===== src/sv/weighted_random_entry_picker_macros.svh =====
// Assertion macros shared by the picker RTL.
// Needs a clock named clock and a reset named reset in the using module.
`ifndef WEIGHTED_RANDOM_ENTRY_PICKER_MACROS_SVH
`define WEIGHTED_RANDOM_ENTRY_PICKER_MACROS_SVH

// Same-cycle implication, checked outside reset.
`define WREP_ASSERT_NOW(lbl, ant, cons, msg) \
   lbl: assert property (@(posedge clock) disable iff (reset) (ant) |-> (cons)) \
      else $error(msg);

// Next-cycle implication, checked outside reset.
`define WREP_ASSERT_NEXT(lbl, ant, cons, msg) \
   lbl: assert property (@(posedge clock) disable iff (reset) (ant) |=> (cons)) \
      else $error(msg);

`endif


===== src/sv/wrep_pkg.sv =====
// Package for the weighted random entry picker: item types, codes, defaults.
// No dependencies.
`timescale 1ns / 1ps

package wrep_pkg;

   localparam int DEF_ENTRIES     = 64;
   localparam int DEF_WEIGHT_BITS = 16;

   localparam int KIND_W          = 3;
   localparam int FIELD_W         = 16;   // weight and tag fields
   localparam int TOTAL_W         = 22;   // random value and totals
   localparam int PICK_COUNT_W    = 7;
   localparam int STATUS_W        = 2;
   localparam int ENTRY_INDEX_W   = 6;

   typedef enum logic [KIND_W-1:0] {
      KIND_CLEAR  = 3'd0,
      KIND_APPEND = 3'd1,
      KIND_PICK   = 3'd2,
      KIND_SET    = 3'd3,
      KIND_DRAW   = 3'd4
   } kind_type;

   typedef enum logic [STATUS_W-1:0] {
      STATUS_OK        = 2'd0,
      STATUS_EMPTY     = 2'd1,
      STATUS_EXHAUSTED = 2'd2,
      STATUS_NO_DRAW   = 2'd3
   } status_type;

   typedef enum logic {
      ST_IDLE = 1'b0,
      ST_WALK = 1'b1
   } state_type;

   typedef enum logic [1:0] {
      MODE_PICK = 2'd0,   // weighted walk, marks ignored
      MODE_DRAW = 2'd1,   // weighted walk over unmarked entries
      MODE_ALL  = 2'd2    // stream every entry in order
   } mode_type;

   typedef struct packed {
      logic [KIND_W-1:0]       kind;
      logic [FIELD_W-1:0]      weight;
      logic [FIELD_W-1:0]      tag;
      logic [TOTAL_W-1:0]      random_value;
      logic [PICK_COUNT_W-1:0] pick_count;
   } req_type;

   typedef struct packed {
      status_type               status;
      logic [ENTRY_INDEX_W-1:0] entry_index;
      logic [FIELD_W-1:0]       entry_tag;
      logic                     last;
   } rsp_type;

endpackage


===== src/sv/wrep_ram.sv =====
// Generic single-port-write, single-port-read RAM with registered read data.
// No dependencies.
`timescale 1ns / 1ps

module wrep_ram #(
   parameter int WIDTH  = 8,
   parameter int DEPTH  = 64,
   localparam int ADDR_W = $clog2(DEPTH)
) (
   input  logic              clock,
   input  logic              wr_en,
   input  logic [ADDR_W-1:0] wr_addr,
   input  logic [WIDTH-1:0]  wr_data,
   input  logic              rd_en,
   input  logic [ADDR_W-1:0] rd_addr,
   output logic [WIDTH-1:0]  rd_data
);

   logic [WIDTH-1:0] mem [DEPTH];

   always_ff @(posedge clock) begin
      if (wr_en) begin
         mem[wr_addr] <= wr_data;
      end
      if (rd_en) begin
         rd_data <= mem[rd_addr];
      end
   end

endmodule


===== src/sv/weighted_random_entry_picker.sv =====
// Weighted random entry picker: entry table in RAM, walk sequencer, result register.
// Depends on wrep_pkg, wrep_ram and weighted_random_entry_picker_macros.svh.
//
//   channel  ports                    handshake
//   -------  -----------------------  ---------------------------------------
//   request  start, busy, req_data    taken at a clock edge with start & !busy
//   result   rsp_valid, rsp_data      one-cycle strobe, always taken
//
// Clear and append finish without a walk. Pick, draw and a full-set draw walk the
// entry RAM one entry per cycle through its single read port. A result is
// registered in the cycle after the entry that produced it. Reset is synchronous,
// active high, and empties the table at once (no clearing pass). The receiver
// never stalls.
`timescale 1ns / 1ps

module weighted_random_entry_picker #(
   parameter int ENTRIES     = wrep_pkg::DEF_ENTRIES,
   parameter int WEIGHT_BITS = wrep_pkg::DEF_WEIGHT_BITS
) (
   input  logic             clock,
   input  logic             reset,
   input  logic             start,
   output logic             busy,
   input  wrep_pkg::req_type req_data,
   output logic             rsp_valid,
   output wrep_pkg::rsp_type rsp_data
);

   import wrep_pkg::*;
   `include "weighted_random_entry_picker_macros.svh"

   // The weight field is 16 bits; storage keeps at most WEIGHT_BITS of it.
   localparam int WS     = (WEIGHT_BITS < FIELD_W) ? WEIGHT_BITS : FIELD_W;
   localparam int IW     = $clog2(ENTRIES);
   localparam int CW     = $clog2(ENTRIES + 1);
   localparam int CMP_W  = (CW > PICK_COUNT_W) ? CW : PICK_COUNT_W;
   localparam int RAM_W  = WS + FIELD_W;

   // Control and table state.
   state_type              state_ff, state_in;
   mode_type               mode_ff, mode_in;
   logic [CW-1:0]          count_ff, count_in;
   logic [TOTAL_W-1:0]     total_ff, total_in;
   logic [TOTAL_W-1:0]     remain_ff, remain_in;
   logic [PICK_COUNT_W-1:0] draws_ff, draws_in;
   logic [ENTRIES-1:0]     marks_ff, marks_in;

   // Walk pipeline: read issue counter and the entry whose data is on the RAM output.
   logic [CW-1:0]          rd_idx_ff, rd_idx_in;
   logic                   dv_ff, dv_in;
   logic [IW-1:0]          pidx_ff, pidx_in;
   logic [TOTAL_W-1:0]     val_ff, val_in;

   // Last candidate seen, for a walk that runs off the end.
   logic                   cand_ok_ff, cand_ok_in;
   logic [IW-1:0]          cand_idx_ff, cand_idx_in;
   logic [FIELD_W-1:0]     cand_tag_ff, cand_tag_in;
   logic [WS-1:0]          cand_wt_ff, cand_wt_in;

   logic                   rsp_valid_ff, rsp_valid_in;
   rsp_type                rsp_ff, rsp_in;

   // RAM port.
   logic                   ram_we;
   logic [IW-1:0]          ram_waddr;
   logic [RAM_W-1:0]       ram_wdata;
   logic                   ram_re;
   logic [RAM_W-1:0]       ram_q;
   logic [WS-1:0]          q_wt;
   logic [FIELD_W-1:0]     q_tag;

   // Decode.
   logic                   accept;
   logic                   is_cand;
   logic                   hit;
   logic                   all_last;
   logic                   exhausted;
   logic                   walk_end;
   logic                   start_walk;
   logic                   set_all;
   logic                   more_reads;
   logic                   stream_more;

   logic                   fin_ok;
   logic [IW-1:0]          fin_idx;
   logic [FIELD_W-1:0]     fin_tag;
   logic [WS-1:0]          fin_wt;

   wrep_ram #(
      .WIDTH (RAM_W),
      .DEPTH (ENTRIES)
   ) u_entry_ram (
      .clock   (clock),
      .wr_en   (ram_we),
      .wr_addr (ram_waddr),
      .wr_data (ram_wdata),
      .rd_en   (ram_re),
      .rd_addr (rd_idx_ff[IW-1:0]),
      .rd_data (ram_q)
   );

   assign q_wt  = ram_q[WS-1:0];
   assign q_tag = ram_q[WS +: FIELD_W];

   assign busy      = (state_ff != ST_IDLE);
   assign accept    = start && (state_ff == ST_IDLE);
   assign set_all   = CMP_W'(req_data.pick_count) >= CMP_W'(count_ff);
   assign more_reads = (rd_idx_ff < count_ff);

   // Marked entries are skipped only while drawing without replacement.
   assign is_cand   = dv_ff && !((mode_ff == MODE_DRAW) && marks_ff[pidx_ff]);
   assign hit       = is_cand && (mode_ff != MODE_ALL) &&
                      (val_ff <= TOTAL_W'(q_wt));
   assign all_last  = dv_ff && (mode_ff == MODE_ALL) &&
                      ((CW'(pidx_ff) + CW'(1)) == count_ff);
   assign exhausted = !dv_ff && !more_reads && (mode_ff != MODE_ALL);
   assign walk_end  = (state_ff == ST_WALK) && (hit || all_last || exhausted);

   // A non-final result of a full-set stream; more of the stream follows.
   assign stream_more = rsp_valid && !rsp_data.last && (mode_ff == MODE_ALL);

   assign start_walk = accept && (
      ((req_data.kind == KIND_PICK) && (count_ff != '0)) ||
      ((req_data.kind == KIND_SET)  && (count_ff != '0) && set_all) ||
      ((req_data.kind == KIND_DRAW) && (draws_ff != '0)));

   // Chosen entry at the end of a weighted walk.
   assign fin_ok  = hit ? 1'b1  : cand_ok_ff;
   assign fin_idx = hit ? pidx_ff : cand_idx_ff;
   assign fin_tag = hit ? q_tag  : cand_tag_ff;
   assign fin_wt  = hit ? q_wt   : cand_wt_ff;

   // Next state.
   always_comb begin
      state_in = state_ff;
      case (state_ff)
         ST_IDLE: begin
            if (start_walk) begin
               state_in = ST_WALK;
            end
         end
         ST_WALK: begin
            if (walk_end) begin
               state_in = ST_IDLE;
            end
         end
         default: state_in = ST_IDLE;
      endcase
   end

   // Datapath and outputs.
   always_comb begin
      mode_in      = mode_ff;
      count_in     = count_ff;
      total_in     = total_ff;
      remain_in    = remain_ff;
      draws_in     = draws_ff;
      marks_in     = marks_ff;
      rd_idx_in    = rd_idx_ff;
      dv_in        = 1'b0;
      pidx_in      = pidx_ff;
      val_in       = val_ff;
      cand_ok_in   = cand_ok_ff;
      cand_idx_in  = cand_idx_ff;
      cand_tag_in  = cand_tag_ff;
      cand_wt_in   = cand_wt_ff;
      rsp_valid_in = 1'b0;
      rsp_in       = rsp_ff;
      ram_we       = 1'b0;
      ram_waddr    = count_ff[IW-1:0];
      ram_wdata    = {req_data.tag, req_data.weight[WS-1:0]};
      ram_re       = 1'b0;

      case (state_ff)
         ST_IDLE: begin
            if (accept) begin
               rd_idx_in  = '0;
               val_in     = req_data.random_value;
               cand_ok_in = 1'b0;
               case (req_data.kind)
                  KIND_CLEAR: begin
                     count_in  = '0;
                     total_in  = '0;
                     remain_in = '0;
                     draws_in  = '0;
                     marks_in  = '0;
                  end
                  KIND_APPEND: begin
                     if ((req_data.tag != '0) && (count_ff < CW'(ENTRIES))) begin
                        ram_we   = 1'b1;
                        marks_in[count_ff[IW-1:0]] = 1'b0;
                        count_in = count_ff + CW'(1);
                        total_in = total_ff + TOTAL_W'(req_data.weight[WS-1:0]);
                        draws_in = '0;
                     end
                  end
                  KIND_PICK: begin
                     mode_in = MODE_PICK;
                     if (count_ff == '0) begin
                        rsp_valid_in = 1'b1;
                        rsp_in       = '{STATUS_EMPTY, '0, '0, 1'b1};
                     end
                  end
                  KIND_SET: begin
                     mode_in  = MODE_ALL;
                     draws_in = '0;
                     if (count_ff == '0) begin
                        rsp_valid_in = 1'b1;
                        rsp_in       = '{STATUS_EMPTY, '0, '0, 1'b1};
                     end else if (!set_all && (req_data.pick_count != '0)) begin
                        marks_in  = '0;
                        remain_in = total_ff;
                        draws_in  = req_data.pick_count;
                     end
                  end
                  KIND_DRAW: begin
                     mode_in = MODE_DRAW;
                     if (draws_ff == '0) begin
                        rsp_valid_in = 1'b1;
                        rsp_in       = '{STATUS_NO_DRAW, '0, '0, 1'b1};
                     end
                  end
                  default: ;
               endcase
            end
         end

         ST_WALK: begin
            // Keep one read in flight ahead of the entry being checked.
            if (!walk_end && more_reads) begin
               ram_re    = 1'b1;
               rd_idx_in = rd_idx_ff + CW'(1);
               dv_in     = 1'b1;
               pidx_in   = rd_idx_ff[IW-1:0];
            end

            if (is_cand && (mode_ff != MODE_ALL) && !hit) begin
               cand_ok_in  = 1'b1;
               cand_idx_in = pidx_ff;
               cand_tag_in = q_tag;
               cand_wt_in  = q_wt;
               val_in      = val_ff - TOTAL_W'(q_wt);
            end

            if (dv_ff && (mode_ff == MODE_ALL)) begin
               rsp_valid_in = 1'b1;
               rsp_in       = '{STATUS_OK, ENTRY_INDEX_W'(pidx_ff), q_tag, all_last};
            end

            if (hit || exhausted) begin
               rsp_valid_in = 1'b1;
               if (!fin_ok) begin
                  // Every entry already drawn: the draw ends.
                  draws_in = '0;
                  rsp_in   = '{STATUS_EXHAUSTED, '0, '0, 1'b1};
               end else if (mode_ff == MODE_DRAW) begin
                  marks_in[fin_idx] = 1'b1;
                  remain_in = (remain_ff >= TOTAL_W'(fin_wt)) ?
                              (remain_ff - TOTAL_W'(fin_wt)) : '0;
                  draws_in  = draws_ff - PICK_COUNT_W'(1);
                  rsp_in    = '{STATUS_OK, ENTRY_INDEX_W'(fin_idx), fin_tag,
                                (draws_ff == PICK_COUNT_W'(1))};
               end else begin
                  rsp_in = '{STATUS_OK, ENTRY_INDEX_W'(fin_idx), fin_tag, 1'b1};
               end
            end
         end

         default: ;
      endcase
   end

   // Control registers.
   always_ff @(posedge clock) begin
      if (reset) begin
         state_ff     <= ST_IDLE;
         count_ff     <= '0;
         total_ff     <= '0;
         remain_ff    <= '0;
         draws_ff     <= '0;
         marks_ff     <= '0;
         dv_ff        <= 1'b0;
         rd_idx_ff    <= '0;
         rsp_valid_ff <= 1'b0;
      end else begin
         state_ff     <= state_in;
         count_ff     <= count_in;
         total_ff     <= total_in;
         remain_ff    <= remain_in;
         draws_ff     <= draws_in;
         marks_ff     <= marks_in;
         dv_ff        <= dv_in;
         rd_idx_ff    <= rd_idx_in;
         rsp_valid_ff <= rsp_valid_in;
      end
   end

   // Payload registers.
   always_ff @(posedge clock) begin
      mode_ff     <= mode_in;
      pidx_ff     <= pidx_in;
      val_ff      <= val_in;
      cand_ok_ff  <= cand_ok_in;
      cand_idx_ff <= cand_idx_in;
      cand_tag_ff <= cand_tag_in;
      cand_wt_ff  <= cand_wt_in;
      rsp_ff      <= rsp_in;
   end

   assign rsp_valid = rsp_valid_ff;
   assign rsp_data  = rsp_ff;

   // Checks.
   `WREP_ASSERT_NOW(a_no_read_when_idle, !busy, !dv_ff, "read data pending while idle")
   `WREP_ASSERT_NOW(a_draw_needs_entries, draws_ff != '0, count_ff != '0, "draw pending on empty table")
   `WREP_ASSERT_NOW(a_rd_idx_bound, busy, rd_idx_ff <= count_ff, "read index past entry count")
   `WREP_ASSERT_NOW(a_more_follow, stream_more, busy, "non-final result with walk stopped")
   `WREP_ASSERT_NEXT(a_walk_end_idle, walk_end, !busy, "walk end did not return to idle")

endmodule


===== config.mk =====
export PLATFORM = sky130hd
export DESIGN_NAME = weighted_random_entry_picker
export DESIGN_NICKNAME = d
export VERILOG_FILES = /design/src/sv/wrep_pkg.sv /design/src/sv/wrep_ram.sv /design/src/sv/weighted_random_entry_picker.sv
export VERILOG_INCLUDE_DIRS = /design/src /design/src/sv
export SDC_FILE = /design/constraint.sdc
export NUM_CORES = 2
export LEC_CHECK = 0
export BUFFER_PORTS_ARGS = -buffer_cell sky130_fd_sc_hd__buf_2
export CAP_MARGIN = 25
export CORE_ASPECT_RATIO = 1.1
export CORE_MARGIN = 10
export CORE_UTILIZATION = 60
export CTS_BUF_LIST = sky130_fd_sc_hd__clkbuf_8
export CTS_CLUSTER_DIAMETER = 40
export DETAILED_ROUTE_END_ITERATION = 12
export PLACE_DENSITY = 0.76
export SLEW_MARGIN = 20
export SYNTH_ARGS = -nofsm -noshare
export SYNTH_HDL_FRONTEND = slang
export SYNTH_SLANG_ARGS = --single-unit
export TNS_END_PERCENT = 1

===== constraint.sdc =====
create_clock -name clock -period 5 [get_ports clock]
set_input_delay 1 -clock clock [delete_from_list [all_inputs] [get_ports clock]]
set_output_delay 1 -clock clock [all_outputs]
set_load 0.02 [all_outputs]

== Yosys cells after proc, flatten, opt, wreduce, memory -nomap -nowiden ==
Memory sizes are Yosys's and may differ from the RTL's. A register that Yosys moved wholly into a read port is not among the register bits.
Cells that the tools add are included.
W data, S select, Z words.
Cells by class
  div/mod/pow operators: 0
  bitwise operators: 4
  reductions and logical operators: 51
  equal/unequal tests: 25
  order comparisons: 9
  $add $sub $neg: 5
  muxes and demuxes: 66
  shift operators: 0
  $mul: 0
Operators with widths (count)
  $mux W64: 7
  $pmux W64 S3: 1
  $mux W25: 6
  $pmux W64 S2: 1
  $pmux W25 S2: 2
  $mux W7: 10
  $and A64 B64 Y64: 1
  $not A64 Y64: 1
  $or A64 B64 Y64: 1
  $mux W22: 2
  $pmux W22 S2: 1
  $pmux W7 S2: 3
  $le A22 B16 Y1: 1
  $mux W1: 22
  $sub A22 B16 Y22: 1
  $logic_and A1 B1 Y1: 21
  $lt A6 B7 Y1 const B: 3
  $pmux W7 S3: 1
  $reduce_bool A7 Y1: 3
  $mux W16: 1
  $reduce_bool A16 Y1: 1
  $ne A3 B2 Y1 const B: 5
  $add A7 B1 Y7 const B: 2
  $logic_not A7 Y1: 2
  other kinds (35): 61
Storage, ports and cells
  logic and storage cells: 178
  register bits: 166
  memory bits (writable): 2048
  latch bits: 0
  memories: 1
  input port bits: 67
  ROM bits: 0
Memory list
  u_entry_ram.mem: depth 64, width 32, read ports 1, clocked after memory_dff 1, wr ports 1, line wrep_ram.sv:19  | logic [WIDTH-1:0] mem [DEPTH];

== Logic depth before layout (Yosys ltp) ==
  depth after elaboration: 17
  mapped depth: 14
  depth with buffers taken out: 12

== Modules after synthesis ==
Synthesis repeated with hierarchy kept, for this count alone.
Unflattened totals
  cells, all modules: 4475
  area, all modules: 89084.2 um^2
Modules (own cells, without submodules)
  wrep_ram: instances 1, area an instance 78833.1 um^2, cells each 3324
  weighted_random_entry_picker: instances 1, area an instance 10251.1 um^2, cells each 1151

== Least setup slack after synthesis ==
OpenSTA, ideal clock, no wires.
  kind: reg-to-reg
  start point: register pidx_ff[0]
  end point: register cand_ok_ff (enable)
  library setup time: 435 ps
  required time: 4565 ps
  period minus slack after synthesis: 4366 ps
  arrival: 3931 ps
  setup slack: 634 ps
  stages on the path, launching flop included: 11
  buffers on the path: 3
  cell sequence: edfxtp_1 > buf_6 > buf_8 > mux4_2 > mux4_2 > mux2i_1 > or4_1 > and3_1 > buf_2 > nand2_1 > o21ai_0
On the way
  cells in the longest elaborated chain, start to end: 11
Ends and longest elaborated chain
  from (decl): line weighted_random_entry_picker.sv:51  | logic [IW-1:0] pidx_ff, pidx_in;
  from (signal assigned): line weighted_random_entry_picker.sv:301  | pidx_ff <= pidx_in;
  $bmux W1 S6 *: line weighted_random_entry_picker.sv:111  | assign is_cand = dv_ff && !((mode_ff == MODE_DRAW) && marks_ff[pidx_ff]);
  $mux W1 (not written as such) *: line weighted_random_entry_picker.sv:111
  $logic_and A1 B1 Y1 *: line weighted_random_entry_picker.sv:111
  $logic_not A1 Y1 *: line weighted_random_entry_picker.sv:111
  $logic_and A1 B1 Y1 *: line weighted_random_entry_picker.sv:111
  $logic_and A1 B1 Y1 *: line weighted_random_entry_picker.sv:112, weighted_random_entry_picker.sv:237
  $logic_and A1 B1 Y1: line weighted_random_entry_picker.sv:112  | assign hit = is_cand && (mode_ff != MODE_ALL) &&
  $logic_not A1 Y1: line weighted_random_entry_picker.sv:237  | if (is_cand && (mode_ff != MODE_ALL) && !hit) begin
  $logic_and A1 B1 Y1 *: line weighted_random_entry_picker.sv:237
  $ne A2 B1 Y1 (no line) *
  $reduce_and A2 Y1 (no line) *
  to (signal assigned): line weighted_random_entry_picker.sv:303  | cand_ok_ff <= cand_ok_in;
  to (decl): line weighted_random_entry_picker.sv:55  | logic cand_ok_ff, cand_ok_in;
Mark *: on every way between the ends. The rest lies on a longest branch, timed or not. The select of a mux whose other input is x is not followed.
A chain may end at the register's enable or synchronous reset.

== Worst setup path after layout ==
  start point: register pidx_ff[0]
  end point: register marks_ff[31]
On the way
  cells in the longest elaborated chain, start to end: 17
Ends and longest elaborated chain
  $bmux W1 S6: line weighted_random_entry_picker.sv:111
  $mux W1 (not written as such): line weighted_random_entry_picker.sv:111
  $logic_and A1 B1 Y1: line weighted_random_entry_picker.sv:111
  $logic_not A1 Y1: line weighted_random_entry_picker.sv:111
  $logic_and A1 B1 Y1: line weighted_random_entry_picker.sv:111
  $logic_and A1 B1 Y1 (2 in series): line weighted_random_entry_picker.sv:112
  $mux W6: line weighted_random_entry_picker.sv:129  | assign fin_idx = hit ? pidx_ff : cand_idx_ff;
  $lt A6 B7 Y1 (not written as such) / $ge A6 B1 Y1 (equally long branches): line weighted_random_entry_picker.sv:257  | marks_in[fin_idx] = 1'b1;
  $logic_and A1 B1 Y1 (not written as such): line weighted_random_entry_picker.sv:257
  $mux W1 (not written as such): line weighted_random_entry_picker.sv:257
  $demux W1 S6: line weighted_random_entry_picker.sv:257
  $or A64 B64 Y64 (no line)
  $mux W64: line weighted_random_entry_picker.sv:256  | end else if (mode_ff == MODE_DRAW) begin
  $mux W64: line weighted_random_entry_picker.sv:252  | if (!fin_ok) begin
  $mux W64: line weighted_random_entry_picker.sv:250  | if (hit || exhausted) begin
  $pmux W64 S2: line weighted_random_entry_picker.sv:174  | case (state_ff)
  to (signal assigned): line weighted_random_entry_picker.sv:291  | marks_ff <= marks_in;
  to (decl): line weighted_random_entry_picker.sv:46  | logic [ENTRIES-1:0] marks_ff, marks_in;
Several ways; a longest one is shown, not always the timed one. The select of a mux whose other input is x is not followed.

==> impl_metrics.csv <==
group,metric,value,unit
outcome,outcome,"complete, no violations",
placed_design,dpl.cell_count,6058,
synth,synth.cell_area,0.08821,mm^2
power_and_ir_drop,leakagePower,30.59,nW
cts,insertion_delay,1020,ps
synth,synth_compound_area_share,2.267,%
floorplan,core.rowCount,147,
grt,grt-ovfl-total,0,
synth,synth_top_cell_by_area,"edfxtp_1",
sta,finalSetupTns,0,ps
hold_path,hold_path_class,"in2reg",
cts,cts_tree,"yes",
grt,antenna_found_initial,26,
sta,period_share,88.26,%
critical_path,cp_max_fo,49,
synth,syn_area_per_cell,21.77,um^2
critical_path,r2r_slack,590,ps
sta,finalHoldViolCount,0,
grt,track_usage,25.91,%
drt,first_iter_violations,5304,
placed_design,dp_slack,641.6,ps
synth,synth-seq-cells,2246,
finish,n_fill_cell,8616,
cts,postCtsSetupBuffers,0,
finish,seq_area,0.06658,mm^2
cts,hold_buffers,0,
sta,finalWorstSetupSlack,586.9,ps
synth,synth_edf_count,2158,
finish,layout_commonest_cell,"edfxtp_1",
cts,clockBufferDepth,4,
hold_path,hold_depth,3,
synth,synth_top_family_by_area,"multiplexers",
drt,drc,0,
floorplan,initial_utilization,60.40,%
sta,clock_skew,79.41,ps
placed_design,dpl_cell_area,0.09336,mm^2
floorplan,die_y,422.1,um
cts,cts.clk_slew.worst_paths,60,ps
synth,synthXorXnorAreaFrac,0.2681,%
floorplan,fp.dieW,385.6,um
sta,setup_viol,0,
drt,finalWirelength,208900,um
critical_path,critPathKind,"reg2reg",
finish,design_area,0.09991,mm^2
sta,final-max-slew-violation-count,0,
critical_path,worstPathArrival,5330,ps
drt,wire_per_inst,31.28,um
synth,synth_simple_gate_area_share,2.482,%
placed_design,numPortBuffers,93,
synth,syn_nets,4155,
critical_path,r2r-end,"marks_ff[31]$_SDFFE_PP0P_",
power_and_ir_drop,p_total,35.70,mW
cts,h-tree-depth,5,
synth,synthAdderAreaFrac,0.5191,%
sta,min_period,4413,ps
finish,utilization,68.41,%
finish,area_growth,13.26,%
finish,final_cell_mix,"2158 x edfxtp_1, 686 x mux4_2, 374 x clkbuf_8",
drt,postRouteAntennaNets,0,
synth,synth_top_area_share,73.46,%
grt,grt_pass1_vias,45040,
grt,grt_max_degree,95,
synth,yosys-mux-area-fraction,17.83,%
finish,final_cells,6678,
power_and_ir_drop,power.density,357.4,mW/mm^2
flow_run,maxCapViolations,0,
sta,tightest_slew,1063,ps
synth,ys_warn_count,0,
synth,synthCells,4052,
grt,grt_pass1_wl,307800,um
placed_design,hpwl,125200,um
synth,ys_types,67,
critical_path,crit_path_start_kind,"register",
floorplan,coreArea,0.1460,mm^2
sta,fmax,226.6,MHz
synth,ys.flop_type,"edfxtp_1",
drt,dr.pass1.iters,9,
floorplan,ios,94,
drt,vias_per_cell,6.633,
cts,clock-root-buffer,"clkbuf_8",
finish,drive_gt1_share,32.04,%
synth,synthArstFlopShare,0,%
critical_path,crit_path_end_kind,"register",
power_and_ir_drop,ir_drop,0.3644,mV
critical_path,rr_startpoint,"pidx_ff[0]$_DFFE_PP_",
critical_path,required,5910,ps
cts,cts_made_buffers,361,
sta,whs,248.5,ps
sta,rsz0062_at_grt,"no",
cts,cts_resized,0,
hold_path,holdPathEnd,"val_ff[1]$_DFFE_PP_",
finish,multi_input_area,0.02117,mm^2
cts,clkSinkCount,2246,
sta,timing.slew.headroom,28.76,%
hold_path,hold_start,"req_data[8]",
finish,nets,4587,
critical_path,r2r_cells,10,
drt,vias,44300,
placed_design,place.gp.congestion,0.8928,
synth,yosysSeqAreaShare,75.46,%
floorplan,die_area,0.1628,mm^2
synth,ys_top_cells_by_area,"edfxtp_1 73%, mux4_2 18%, dfxtp_1 2.0%",
## cells in the mapped netlist, drive strengths merged, types with 5 or more instances
| library cell | count |
|---|---|
| edfxtp | 2158 |
| mux4 | 686 |
| clkbuf | 168 |
| nand2 | 133 |
| nand3 | 109 |
| nor2 | 109 |
| dfxtp | 88 |
| a211oi | 69 |
| a21oi | 66 |
| a31oi | 54 |
| buf | 54 |
| inv | 44 |
| ha | 35 |
| nor3 | 29 |
| mux2i | 19 |
| xnor2 | 19 |
| nand2b | 17 |
| o21ai | 16 |
| o211ai | 13 |
| nor2b | 12 |
| a21o | 11 |
| nand4 | 11 |
| o41ai | 10 |
| or4 | 10 |
| a22oi | 8 |
| mux2 | 8 |
| xor2 | 8 |
| nor4 | 7 |
| o31ai | 7 |
| and2 | 6 |
| and3 | 6 |
| o21a | 6 |
| or3 | 5 |
## area by class of cell
class / instances / area share, %
sequential: 2246 / 66.64
multi-input combinational: 1539 / 21.19
clock buffer: 374 / 5.152
timing repair buffer: 291 / 3.021
tap: 1937 / 2.426
clock inverter: 243 / 1.394
inverter: 45 / 0.1766
antenna: 3 / 0.007514
## cells by family (layout without fill, tap and decap cells)
| group | Yosys count | in the layout |
|---|---|---|
| buf+inv | 267 | 953 |
| flops | 2246 | 2246 |
| other cells | 0 | 3 |
| xor+xnor | 27 | 27 |
| simple gates | 468 | 468 |
| mux | 713 | 713 |
| fa+ha+maj | 36 | 36 |
| compound gates | 295 | 295 |
## power by group
group	total, mW	leakage, nW	switching [mW]	internal [mW]
sequential	20.6	20.1	0.0167	20.6
combinational	0.564	6.80	0.453	0.111
clock	14.5	3.66	6.88	7.62
## registers in the layout, indices dropped and copies added (netlist names), 2 cells and up
| signal | cells |
|---|---|
| cand_idx_ff | 6 |
| cand_tag_ff | 16 |
| count_ff | 7 |
| draws_ff | 7 |
| marks_ff | 64 |
| mode_ff | 2 |
| pidx_ff | 6 |
| rd_idx_ff | 7 |
| rsp_data | 25 |
| u_entry_ram.mem | 2048 |
| u_entry_ram.rd_data | 32 |
| val_ff | 22 |
## worst max-delay path by stage
stage                                     from                         to  slack (ps)  cells past startpoint
after CTS                 pidx_ff[0]$_DFFE_PP_  marks_ff[31]$_SDFFE_PP0P_         620                     10
final                     pidx_ff[0]$_DFFE_PP_  marks_ff[31]$_SDFFE_PP0P_         590                     10
after global placement    pidx_ff[0]$_DFFE_PP_  marks_ff[38]$_SDFFE_PP0P_         870                     10
after detailed placement  pidx_ff[0]$_DFFE_PP_  marks_ff[31]$_SDFFE_PP0P_         640                     10
after floorplan           pidx_ff[0]$_DFFE_PP_       cand_ok_ff$_DFFE_PP_         630                     10
after global routing      pidx_ff[0]$_DFFE_PP_  marks_ff[31]$_SDFFE_PP0P_         340                     10
## per-layer routing
layer  share of wire, %  vias to the layer above  global-route usage (%)  wire (um)
li1                   -                    18130                       -          -
met1                 37                    23150                   35.57      77090
met2                 50                     2623                   41.05     104100
met3                 10                      376                   7.006      21900
met4                2.7                       16                   7.890       5704
met5              0.050                        -                       0        104
## critical path, stage by stage, from the launching register on
cell and delay [ps]:
edfxtp_1 870, mux4_2 600, mux4_2 480, mux2i_1 180, or4_1 160, and3_1 480, a32oi_1 260, a22oi_2 290
buf_4 460, a31oi_1 170, a211oi_1 330
Power figures use the tool's default switching activity.
